**src/sv/mbrot_pkg.sv**
```systemverilog
// Shared types and constants for the escape-time iteration block.
`default_nettype none

package mbrot_pkg;

   localparam int COORD_WIDTH = 9;
   localparam int VALUE_WIDTH = 32;
   localparam int PROD_WIDTH  = 64;
   localparam int FRAC_BITS   = 28;
   localparam int SQUARE_WIDTH = 35;
   localparam int MAG_WIDTH    = 36;
   localparam int COUNT_WIDTH  = 8;
   localparam int CSR_INDEX_WIDTH = 8;

   localparam logic [MAG_WIDTH-1:0]   ESCAPE_LIMIT = MAG_WIDTH'(64'd1 << (FRAC_BITS + 2));
   localparam logic [COUNT_WIDTH-1:0] NO_ESCAPE    = 8'd255;

   localparam logic signed [VALUE_WIDTH-1:0] REAL_ORIGIN_RESET = -32'sd536870912;
   localparam logic signed [VALUE_WIDTH-1:0] REAL_STEP_RESET   = 32'sd2097152;
   localparam logic signed [VALUE_WIDTH-1:0] IMAG_ORIGIN_RESET = 32'sd536870912;
   localparam logic signed [VALUE_WIDTH-1:0] IMAG_STEP_RESET   = -32'sd2097152;

   typedef enum logic [CSR_INDEX_WIDTH-1:0] {
      REG_REAL_ORIGIN = 8'd0,
      REG_REAL_STEP   = 8'd1,
      REG_IMAG_ORIGIN = 8'd2,
      REG_IMAG_STEP   = 8'd3
   } csr_reg_type;

   typedef enum logic [3:0] {
      ST_IDLE,
      ST_MUL_CX,
      ST_MUL_CY,
      ST_LOAD_CY,
      ST_UPDATE,
      ST_SQ_X,
      ST_SQ_Y,
      ST_CROSS,
      ST_TEST,
      ST_DONE
   } state_type;

   typedef enum logic [3:0] {
      OP_NOP,
      OP_MUL_CX,
      OP_MUL_CY,
      OP_LOAD_CY,
      OP_UPDATE,
      OP_SQ_X,
      OP_SQ_Y,
      OP_CROSS,
      OP_TEST
   } dp_op_type;

   typedef struct packed {
      logic      capture;
      dp_op_type op;
   } dp_cmd_type;

   typedef struct packed {
      logic escape;
   } dp_status_type;

endpackage

`default_nettype wire

```
**src/sv/mandelbrot_escape_time_top.sv**
```systemverilog
// Top level of the escape-time iteration block: controller plus datapath.
//
// Each request carries one pixel position (req_column, req_row). The block maps it
// to the complex point c = (real_origin + real_step * column,
// imag_origin + imag_step * row) and iterates z = z*z + c from zero in signed
// Q4.28, returning on the rsp_ channel the index of the first round whose |z|^2
// exceeds 4, or 255 when z stays bounded for all MAX_ROUNDS rounds.
// The csr_ channel writes the four coordinate registers; it is always ready and
// should only be used while no request is in flight.
// A request whose z escapes in round k is answered after its mapping and k+1
// rounds, so after at most MAX_ROUNDS rounds. Each round runs the UPDATE, SQ_X,
// SQ_Y, CROSS and TEST states, as one 32x32 multiplier forms zx*zx, zy*zy and
// zx*zy in turn, with an update step before them and a test step after; the
// MUL_CX, MUL_CY and LOAD_CY states first map the coordinate through the same
// multiplier, and DONE loads the result. Requests are worked on one at a time:
// the next one is accepted at the earliest as soon as the previous response is
// in the output register, even if the receiver has not taken it yet. If
// rsp_ready stays low, the next result waits until the output register frees,
// and the response holds steady meanwhile. Reset returns the registers to their
// defaults, idles the sequencer and drops rsp_valid; no clearing pass is needed.
`default_nettype none

module mandelbrot_escape_time_top #(
   parameter int MAX_ROUNDS = 256
) (
   input  wire                                   clock,
   input  wire                                   reset,
   input  wire                                   req_valid,
   output logic                                  req_ready,
   input  wire  [mbrot_pkg::COORD_WIDTH-1:0]     req_column,
   input  wire  [mbrot_pkg::COORD_WIDTH-1:0]     req_row,
   output logic                                  rsp_valid,
   input  wire                                   rsp_ready,
   output logic [mbrot_pkg::COUNT_WIDTH-1:0]     rsp_escape_count,
   input  wire                                   csr_valid,
   output logic                                  csr_ready,
   input  wire  [mbrot_pkg::CSR_INDEX_WIDTH-1:0] csr_index,
   input  wire  [mbrot_pkg::VALUE_WIDTH-1:0]     csr_data
);
   import mbrot_pkg::*;

   dp_cmd_type    cmd;
   dp_status_type status;

   // Register writes never stall.
   assign csr_ready = 1'b1;

   mbrot_ctrl #(
      .MAX_ROUNDS(MAX_ROUNDS)
   ) u_ctrl (
      .clock            (clock),
      .reset            (reset),
      .req_valid        (req_valid),
      .req_ready        (req_ready),
      .rsp_valid        (rsp_valid),
      .rsp_ready        (rsp_ready),
      .rsp_escape_count (rsp_escape_count),
      .status           (status),
      .cmd              (cmd)
   );

   mbrot_dp u_dp (
      .clock      (clock),
      .reset      (reset),
      .csr_valid  (csr_valid),
      .csr_index  (csr_index),
      .csr_data   (csr_data),
      .req_column (req_column),
      .req_row    (req_row),
      .cmd        (cmd),
      .status     (status)
   );

endmodule

`default_nettype wire

```
**src/sv/mbrot_dp.sv**
```systemverilog
// Datapath: configuration registers, shared multiplier and the z iteration registers.
`default_nettype none

module mbrot_dp (
   input  wire                                 clock,
   input  wire                                 reset,
   input  wire                                 csr_valid,
   input  wire  [mbrot_pkg::CSR_INDEX_WIDTH-1:0] csr_index,
   input  wire  [mbrot_pkg::VALUE_WIDTH-1:0]   csr_data,
   input  wire  [mbrot_pkg::COORD_WIDTH-1:0]   req_column,
   input  wire  [mbrot_pkg::COORD_WIDTH-1:0]   req_row,
   input  mbrot_pkg::dp_cmd_type               cmd,
   output mbrot_pkg::dp_status_type            status
);
   import mbrot_pkg::*;

   logic signed [VALUE_WIDTH-1:0] real_origin_ff, real_step_ff;
   logic signed [VALUE_WIDTH-1:0] imag_origin_ff, imag_step_ff;

   logic [COORD_WIDTH-1:0]        col_ff, row_ff;
   logic signed [PROD_WIDTH-1:0]  prod_ff, prod_in;
   logic signed [VALUE_WIDTH-1:0] mul_a, mul_b;
   logic [VALUE_WIDTH-1:0]        cx_ff, cy_ff, zx_ff, zy_ff, xy2_ff;
   logic [SQUARE_WIDTH-1:0]       xx_ff, yy_ff;
   logic [MAG_WIDTH-1:0]          mag;

   always_ff @(posedge clock) begin
      if (reset) begin
         real_origin_ff <= REAL_ORIGIN_RESET;
         real_step_ff   <= REAL_STEP_RESET;
         imag_origin_ff <= IMAG_ORIGIN_RESET;
         imag_step_ff   <= IMAG_STEP_RESET;
      end else if (csr_valid) begin
         unique case (csr_index)
            REG_REAL_ORIGIN: real_origin_ff <= csr_data;
            REG_REAL_STEP:   real_step_ff   <= csr_data;
            REG_IMAG_ORIGIN: imag_origin_ff <= csr_data;
            REG_IMAG_STEP:   imag_step_ff   <= csr_data;
            default: ;
         endcase
      end
   end

   // One signed 32x32 multiplier serves the coordinate mapping and all three products.
   always_comb begin
      mul_a = '0;
      mul_b = '0;
      case (cmd.op)
         OP_MUL_CX: begin
            mul_a = real_step_ff;
            mul_b = $signed(VALUE_WIDTH'(col_ff));
         end
         OP_MUL_CY: begin
            mul_a = imag_step_ff;
            mul_b = $signed(VALUE_WIDTH'(row_ff));
         end
         OP_SQ_X: begin
            mul_a = $signed(zx_ff);
            mul_b = $signed(zx_ff);
         end
         OP_SQ_Y: begin
            mul_a = $signed(zy_ff);
            mul_b = $signed(zy_ff);
         end
         OP_CROSS: begin
            mul_a = $signed(zx_ff);
            mul_b = $signed(zy_ff);
         end
         default: ;
      endcase
      prod_in = PROD_WIDTH'(mul_a) * PROD_WIDTH'(mul_b);
   end

   always_ff @(posedge clock) begin
      if (cmd.capture) begin
         col_ff <= req_column;
         row_ff <= req_row;
         xx_ff  <= '0;
         yy_ff  <= '0;
         xy2_ff <= '0;
      end
      case (cmd.op)
         OP_MUL_CX: prod_ff <= prod_in;
         OP_MUL_CY: begin
            cx_ff   <= real_origin_ff + prod_ff[VALUE_WIDTH-1:0];
            prod_ff <= prod_in;
         end
         OP_LOAD_CY: cy_ff <= imag_origin_ff + prod_ff[VALUE_WIDTH-1:0];
         OP_UPDATE: begin
            zx_ff <= xx_ff[VALUE_WIDTH-1:0] - yy_ff[VALUE_WIDTH-1:0] + cx_ff;
            zy_ff <= xy2_ff + cy_ff;
         end
         OP_SQ_X: prod_ff <= prod_in;
         OP_SQ_Y: begin
            // Squares are never negative, so the floor shift is a plain slice.
            xx_ff   <= prod_ff[FRAC_BITS+SQUARE_WIDTH-1:FRAC_BITS];
            prod_ff <= prod_in;
         end
         OP_CROSS: begin
            yy_ff   <= prod_ff[FRAC_BITS+SQUARE_WIDTH-1:FRAC_BITS];
            prod_ff <= prod_in;
         end
         OP_TEST: xy2_ff <= prod_ff[FRAC_BITS+VALUE_WIDTH-2:FRAC_BITS-1];
         default: ;
      endcase
   end

   assign mag           = MAG_WIDTH'(xx_ff) + MAG_WIDTH'(yy_ff);
   assign status.escape = (mag > ESCAPE_LIMIT);

endmodule

`default_nettype wire

```
**src/sv/mbrot_ctrl.sv**
```systemverilog
// Controller: sequencing state machine, round counter and result register.
`default_nettype none

module mbrot_ctrl #(
   parameter int MAX_ROUNDS = 256
) (
   input  wire                               clock,
   input  wire                               reset,
   input  wire                               req_valid,
   output logic                              req_ready,
   output logic                              rsp_valid,
   input  wire                               rsp_ready,
   output logic [mbrot_pkg::COUNT_WIDTH-1:0] rsp_escape_count,
   input  mbrot_pkg::dp_status_type          status,
   output mbrot_pkg::dp_cmd_type             cmd
);
   import mbrot_pkg::*;

   localparam int ROUND_WIDTH = $clog2(MAX_ROUNDS);

   state_type                  state_ff, state_in;
   logic [ROUND_WIDTH-1:0]     round_ff, round_in;
   logic                       escaped_ff, escaped_in;
   logic                       rsp_valid_ff, rsp_valid_in;
   logic [COUNT_WIDTH-1:0]     rsp_count_ff, rsp_count_in;
   logic                       last_round, finish, slot_free;
   logic                       round_clear, round_inc, escaped_load, rsp_load;

   assign last_round = (round_ff == ROUND_WIDTH'(MAX_ROUNDS - 1));
   assign finish     = status.escape || last_round;
   assign slot_free  = !rsp_valid_ff || rsp_ready;

   always_comb begin
      state_in = state_ff;
      unique case (state_ff)
         ST_IDLE:    if (req_valid) state_in = ST_MUL_CX;
         ST_MUL_CX:  state_in = ST_MUL_CY;
         ST_MUL_CY:  state_in = ST_LOAD_CY;
         ST_LOAD_CY: state_in = ST_UPDATE;
         ST_UPDATE:  state_in = ST_SQ_X;
         ST_SQ_X:    state_in = ST_SQ_Y;
         ST_SQ_Y:    state_in = ST_CROSS;
         ST_CROSS:   state_in = ST_TEST;
         ST_TEST:    state_in = finish ? ST_DONE : ST_UPDATE;
         ST_DONE:    if (slot_free) state_in = ST_IDLE;
         default:    state_in = ST_IDLE;
      endcase
   end

   always_comb begin
      req_ready    = 1'b0;
      cmd.capture  = 1'b0;
      cmd.op       = OP_NOP;
      round_clear  = 1'b0;
      round_inc    = 1'b0;
      escaped_load = 1'b0;
      rsp_load     = 1'b0;
      unique case (state_ff)
         ST_IDLE: begin
            req_ready   = 1'b1;
            cmd.capture = req_valid;
            round_clear = req_valid;
         end
         ST_MUL_CX:  cmd.op = OP_MUL_CX;
         ST_MUL_CY:  cmd.op = OP_MUL_CY;
         ST_LOAD_CY: cmd.op = OP_LOAD_CY;
         ST_UPDATE:  cmd.op = OP_UPDATE;
         ST_SQ_X:    cmd.op = OP_SQ_X;
         ST_SQ_Y:    cmd.op = OP_SQ_Y;
         ST_CROSS:   cmd.op = OP_CROSS;
         ST_TEST: begin
            cmd.op       = OP_TEST;
            escaped_load = 1'b1;
            round_inc    = !finish;
         end
         ST_DONE:    rsp_load = slot_free;
         default: ;
      endcase
   end

   always_comb begin
      round_in = round_ff;
      if (round_clear) begin
         round_in = '0;
      end else if (round_inc) begin
         round_in = round_ff + ROUND_WIDTH'(1);
      end
      escaped_in   = escaped_load ? status.escape : escaped_ff;
      rsp_count_in = rsp_count_ff;
      rsp_valid_in = rsp_valid_ff && !rsp_ready;
      if (rsp_load) begin
         rsp_valid_in = 1'b1;
         rsp_count_in = escaped_ff ? COUNT_WIDTH'(round_ff) : NO_ESCAPE;
      end
   end

   always_ff @(posedge clock) begin
      if (reset) begin
         state_ff     <= ST_IDLE;
         rsp_valid_ff <= 1'b0;
      end else begin
         state_ff     <= state_in;
         rsp_valid_ff <= rsp_valid_in;
      end
   end

   always_ff @(posedge clock) begin
      round_ff     <= round_in;
      escaped_ff   <= escaped_in;
      rsp_count_ff <= rsp_count_in;
   end

   assign rsp_valid        = rsp_valid_ff;
   assign rsp_escape_count = rsp_count_ff;

endmodule

`default_nettype wire

```
**config.mk**
```make
export PLATFORM = sky130hd
export DESIGN_NAME = mandelbrot_escape_time_top
export DESIGN_NICKNAME = d
export VERILOG_FILES = /design/src/sv/mbrot_pkg.sv /design/src/sv/mandelbrot_escape_time_top.sv /design/src/sv/mbrot_dp.sv /design/src/sv/mbrot_ctrl.sv
export SDC_FILE = /design/constraint.sdc
export NUM_CORES = 2
export LEC_CHECK = 0
export BUFFER_PORTS_ARGS = -buffer_cell sky130_fd_sc_hd__buf_4
export CELL_PAD_IN_SITES_DETAIL_PLACEMENT = 1
export CELL_PAD_IN_SITES_GLOBAL_PLACEMENT = 1
export CORE_UTILIZATION = 43
export DETAILED_ROUTE_END_ITERATION = 7
export HOLD_SLACK_MARGIN = 0.15
export PLACE_DENSITY = 0.69
export SLEW_MARGIN = 5
export SYNTH_ARGS = -nofsm -noshare
export SYNTH_HDL_FRONTEND = slang
export SYNTH_HIERARCHICAL = 1
export SYNTH_SLANG_ARGS = --single-unit
```
**constraint.sdc**
```tcl
create_clock -name clock -period 26.5 [get_ports clock]
set_input_delay 5.3 -clock clock [delete_from_list [all_inputs] [get_ports clock]]
set_output_delay 5.3 -clock clock [all_outputs]
set_load 0.03 [all_outputs]
```
==> out/metrics.cfg <==
[critical_path]
reg2reg_from=u_ctrl/state_ff[3]
path_class=reg -> reg
path_delay_family=adder cells
required_ns=26.91
cp_common_cell=fa_1
cp.buffers_inverters=6
cp_slowest_cell=fa_1
cp.arrival_ns=12.28
start_kind=flop
critPathLaunch=u_ctrl/state_ff[3]
cp_max_fo=43
endpoint_kind=flop
crit_path_max_incr_delay_ns=0.98

[detailed_routing]
met3_length_mm=15.1
wirelength_mm=219
drtIter0Drc=3693
wl_met2_mm=104
highest_layer=met5
m1WireLength_mm=87.0
antenna_left=0
first_pass_iters=5
vias=47000
viasPerCell=5.60
drc=0
wl_per_cell_microns=26.0

[final_layout]
largest_register_ff_count=63
final_util_pct=46.8
largestRegisters=u_dp/prod_ff: 63 flops, u_dp/xx_ff: 35 flops, u_dp/yy_ff: 35 flops
drive_above_1_share_pct=5.57
top_register=u_dp/prod_ff
layout.nets=7982
layout-area-overhead-vs-synth_pct=7.76

[cts]
postCtsSetupRepairBufs=0
cts_buffers=54
cts_tree=yes
path_clk_slew_ns=0.06
cts_resized=0
cts_sinks=461
clockBufferDepth=3
worstSkewPairLatency_ns=0.67
cts_max_level=2
ctsHoldBuffers=0
root_buffer=clkbuf_16

[global_routing]
first_global_vias=50900
grt_max_degree=77
overflow=0
antenna_found_initial=12
grt_pass1_wl_mm=326
grt_usage_pct=31.2

[sta]
worst_pin_slew_ns=1.38
slew_headroom_pct=7.74
drv_slew=0
setup_viol=0
fin_crit_sh_pct=44.8
finClkSkew_ns=0.0481
rsz0062_at_grt=false
tns_ns=0
hold_viol_final=0
max_freq_mhz=84.3
fin_crit_ns=11.87

[status]
outcome=finished, final reports clean

[die]
initial_core_util_pct=43.4
fp.dieH_microns=377
die_w_microns=377
ioPinCount=74
die-area_sq_um=142000
core_area_sq_um=140000
row_count=137

[place]
dp.final_hpwl_mm=172
port_buffers=72
gp_congestion=0.934

[yosys]
ys_top_cells_by_count=inv_1 (1,160), fa_1 (1,108), nand2_1 (1,009)
avgSynthCellArea_sq_um=9.32
synth_fp_nets=8016
yosysSeqAreaShare_pct=20.5
synth_ff_type=edfxtp_1
synth-async-reset-ratio_pct=0
synth.area.top_cells=fa_1 (37%), edfxtp_1 (16%), inv_1 (7.2%), ha_1 (7.1%), nand2_1 (6.2%)
yosys.cell_types.count=102
synth_area_leader_cell=fa_1
yosys_register_bits=461
synth_edf_count=320
yosysMostFrequentCell=inv_1
syn_inst=6502
yosys_warnings=6
syn-cell-area_sq_um=60600
yosysTopAreaCellShare_pct=36.6

[pwr]
leakagePower_nw=29.7
ir_worst_vdd_v=0.0000634
power_density_nw_per_um2=40.8
total_power_mw=2.66

[hold_path]
min_from=u_dp/real_origin_ff[8]
hold_path.class=reg -> reg

[flow_run]
cap_violations=0

placed cells by master (no fill, tap or decap), types with 11 or more instances in the layout:
master	Yosys	layout
o21ai_0	72	72
clkbuf_16	0	54
o21bai_1	22	22
a31oi_1	16	16
o211ai_1	13	13
dfxtp_1	141	141
inv_1	1160	1160
nand3b_1	20	20
fa_1	1108	1108
o21ai_1	18	18
and2_1	119	118
o21a_1	36	36
and4_1	42	39
ha_1	343	343
nor2_1	686	682
and3_1	19	18
nand4_1	58	58
clkbuf_1	256	11
a21oi_1	294	283
nand3_1	54	53
a21o_1	128	125
nor3_1	41	38
a21oi_2	4	11
nor2b_1	28	26
or3_1	16	16
nand2_1	1009	1008
xnor2_1	152	152
xor2_1	47	47
edfxtp_1	320	320
buf_4	3	195
a211oi_1	23	22
nand2b_1	51	50
layer usage:
layer / vias up / GRT usage [%]
met5: - / 0
met4: 4 / 14.6
met3: 448 / 5.34
met2: 1605 / 51.7
met1: 24700 / 39.6
li1: 20200 / -
power by group:
part	switching (mW)	internal (mW)
clock network	0.335	0.449
logic	0.630	0.313
registers	0.0746	0.860
total	1.04	1.62
kinds of logic (layout without fill, tap and decap cells):
| family | after synthesis | in the layout | synth area share (%) |
|---|---|---|---|
| multiplexers | 10 | 10 | 0.169 |
| AO/OA/AOI/OAI | 742 | 742 | 7.99 |
| buffers and inverters | 1449 | 1461 | 9.03 |
| adder cells (fa/ha/maj) | 1451 | 1451 | 43.7 |
| flip-flops | 461 | 461 | 20.5 |
| XOR/XNOR | 199 | 199 | 2.88 |
| other | 1 | 5 | 0.00619 |
| AND/OR/NAND/NOR | 2189 | 2189 | 15.7 |
worst register-to-register path: cells and delay by family, from the launching register on:
family / cells / cell delay [ns]
adders and majority gates: 9 / 5.05
and+or+nand+nor: 6 / 2.70
buffers and inverters: 6 / 1.61
AOI/OAI and AO/OA: 9 / 1.58
DFF: 1 / 0.57
xor gates and xnor gates: 1 / 0.15
per-stage QoR:
stage	hold slack [ns]	setup WS, ns	instances	instance area [sq um]
after floorplan	0.437	16.64	6502	60600
after global placement	0.444	15.18	8288	63500
after detailed placement	0.450	14.83	8288	63500
after CTS	0.459	14.84	8390	65300
after global routing	0.467	14.21	8393	65300
final	0.459	14.63	8394	65300
path summary, 6_finish.rpt:
kind / to / slack (ns) / depth (start not counted)
max: u_dp/prod_ff[58] / 14.63 / 31
min: u_dp/real_origin_ff[8] / 0.46 / 2
max reg2reg: u_dp/prod_ff[58] / 14.63 / 31
min reg2reg: u_dp/real_origin_ff[8] / 0.46 / 2
layout make-up:
| type | instances | area [sq um] |
|---|---|---|
| Clock inverter | 32 | 364 |
| Clock buffer | 70 | 1460 |
| Timing Repair Buffer | 195 | 1460 |
| Fill cell | 16000 | 74400 |
| Tap cell | 1876 | 2350 |
| Inverter | 1164 | 4370 |
| Sequential cell | 461 | 12400 |
| Multi-Input combinational cell | 4592 | 42900 |
| Antenna cell | 4 | 10.0 |
(Power assumes the default switching activity.)
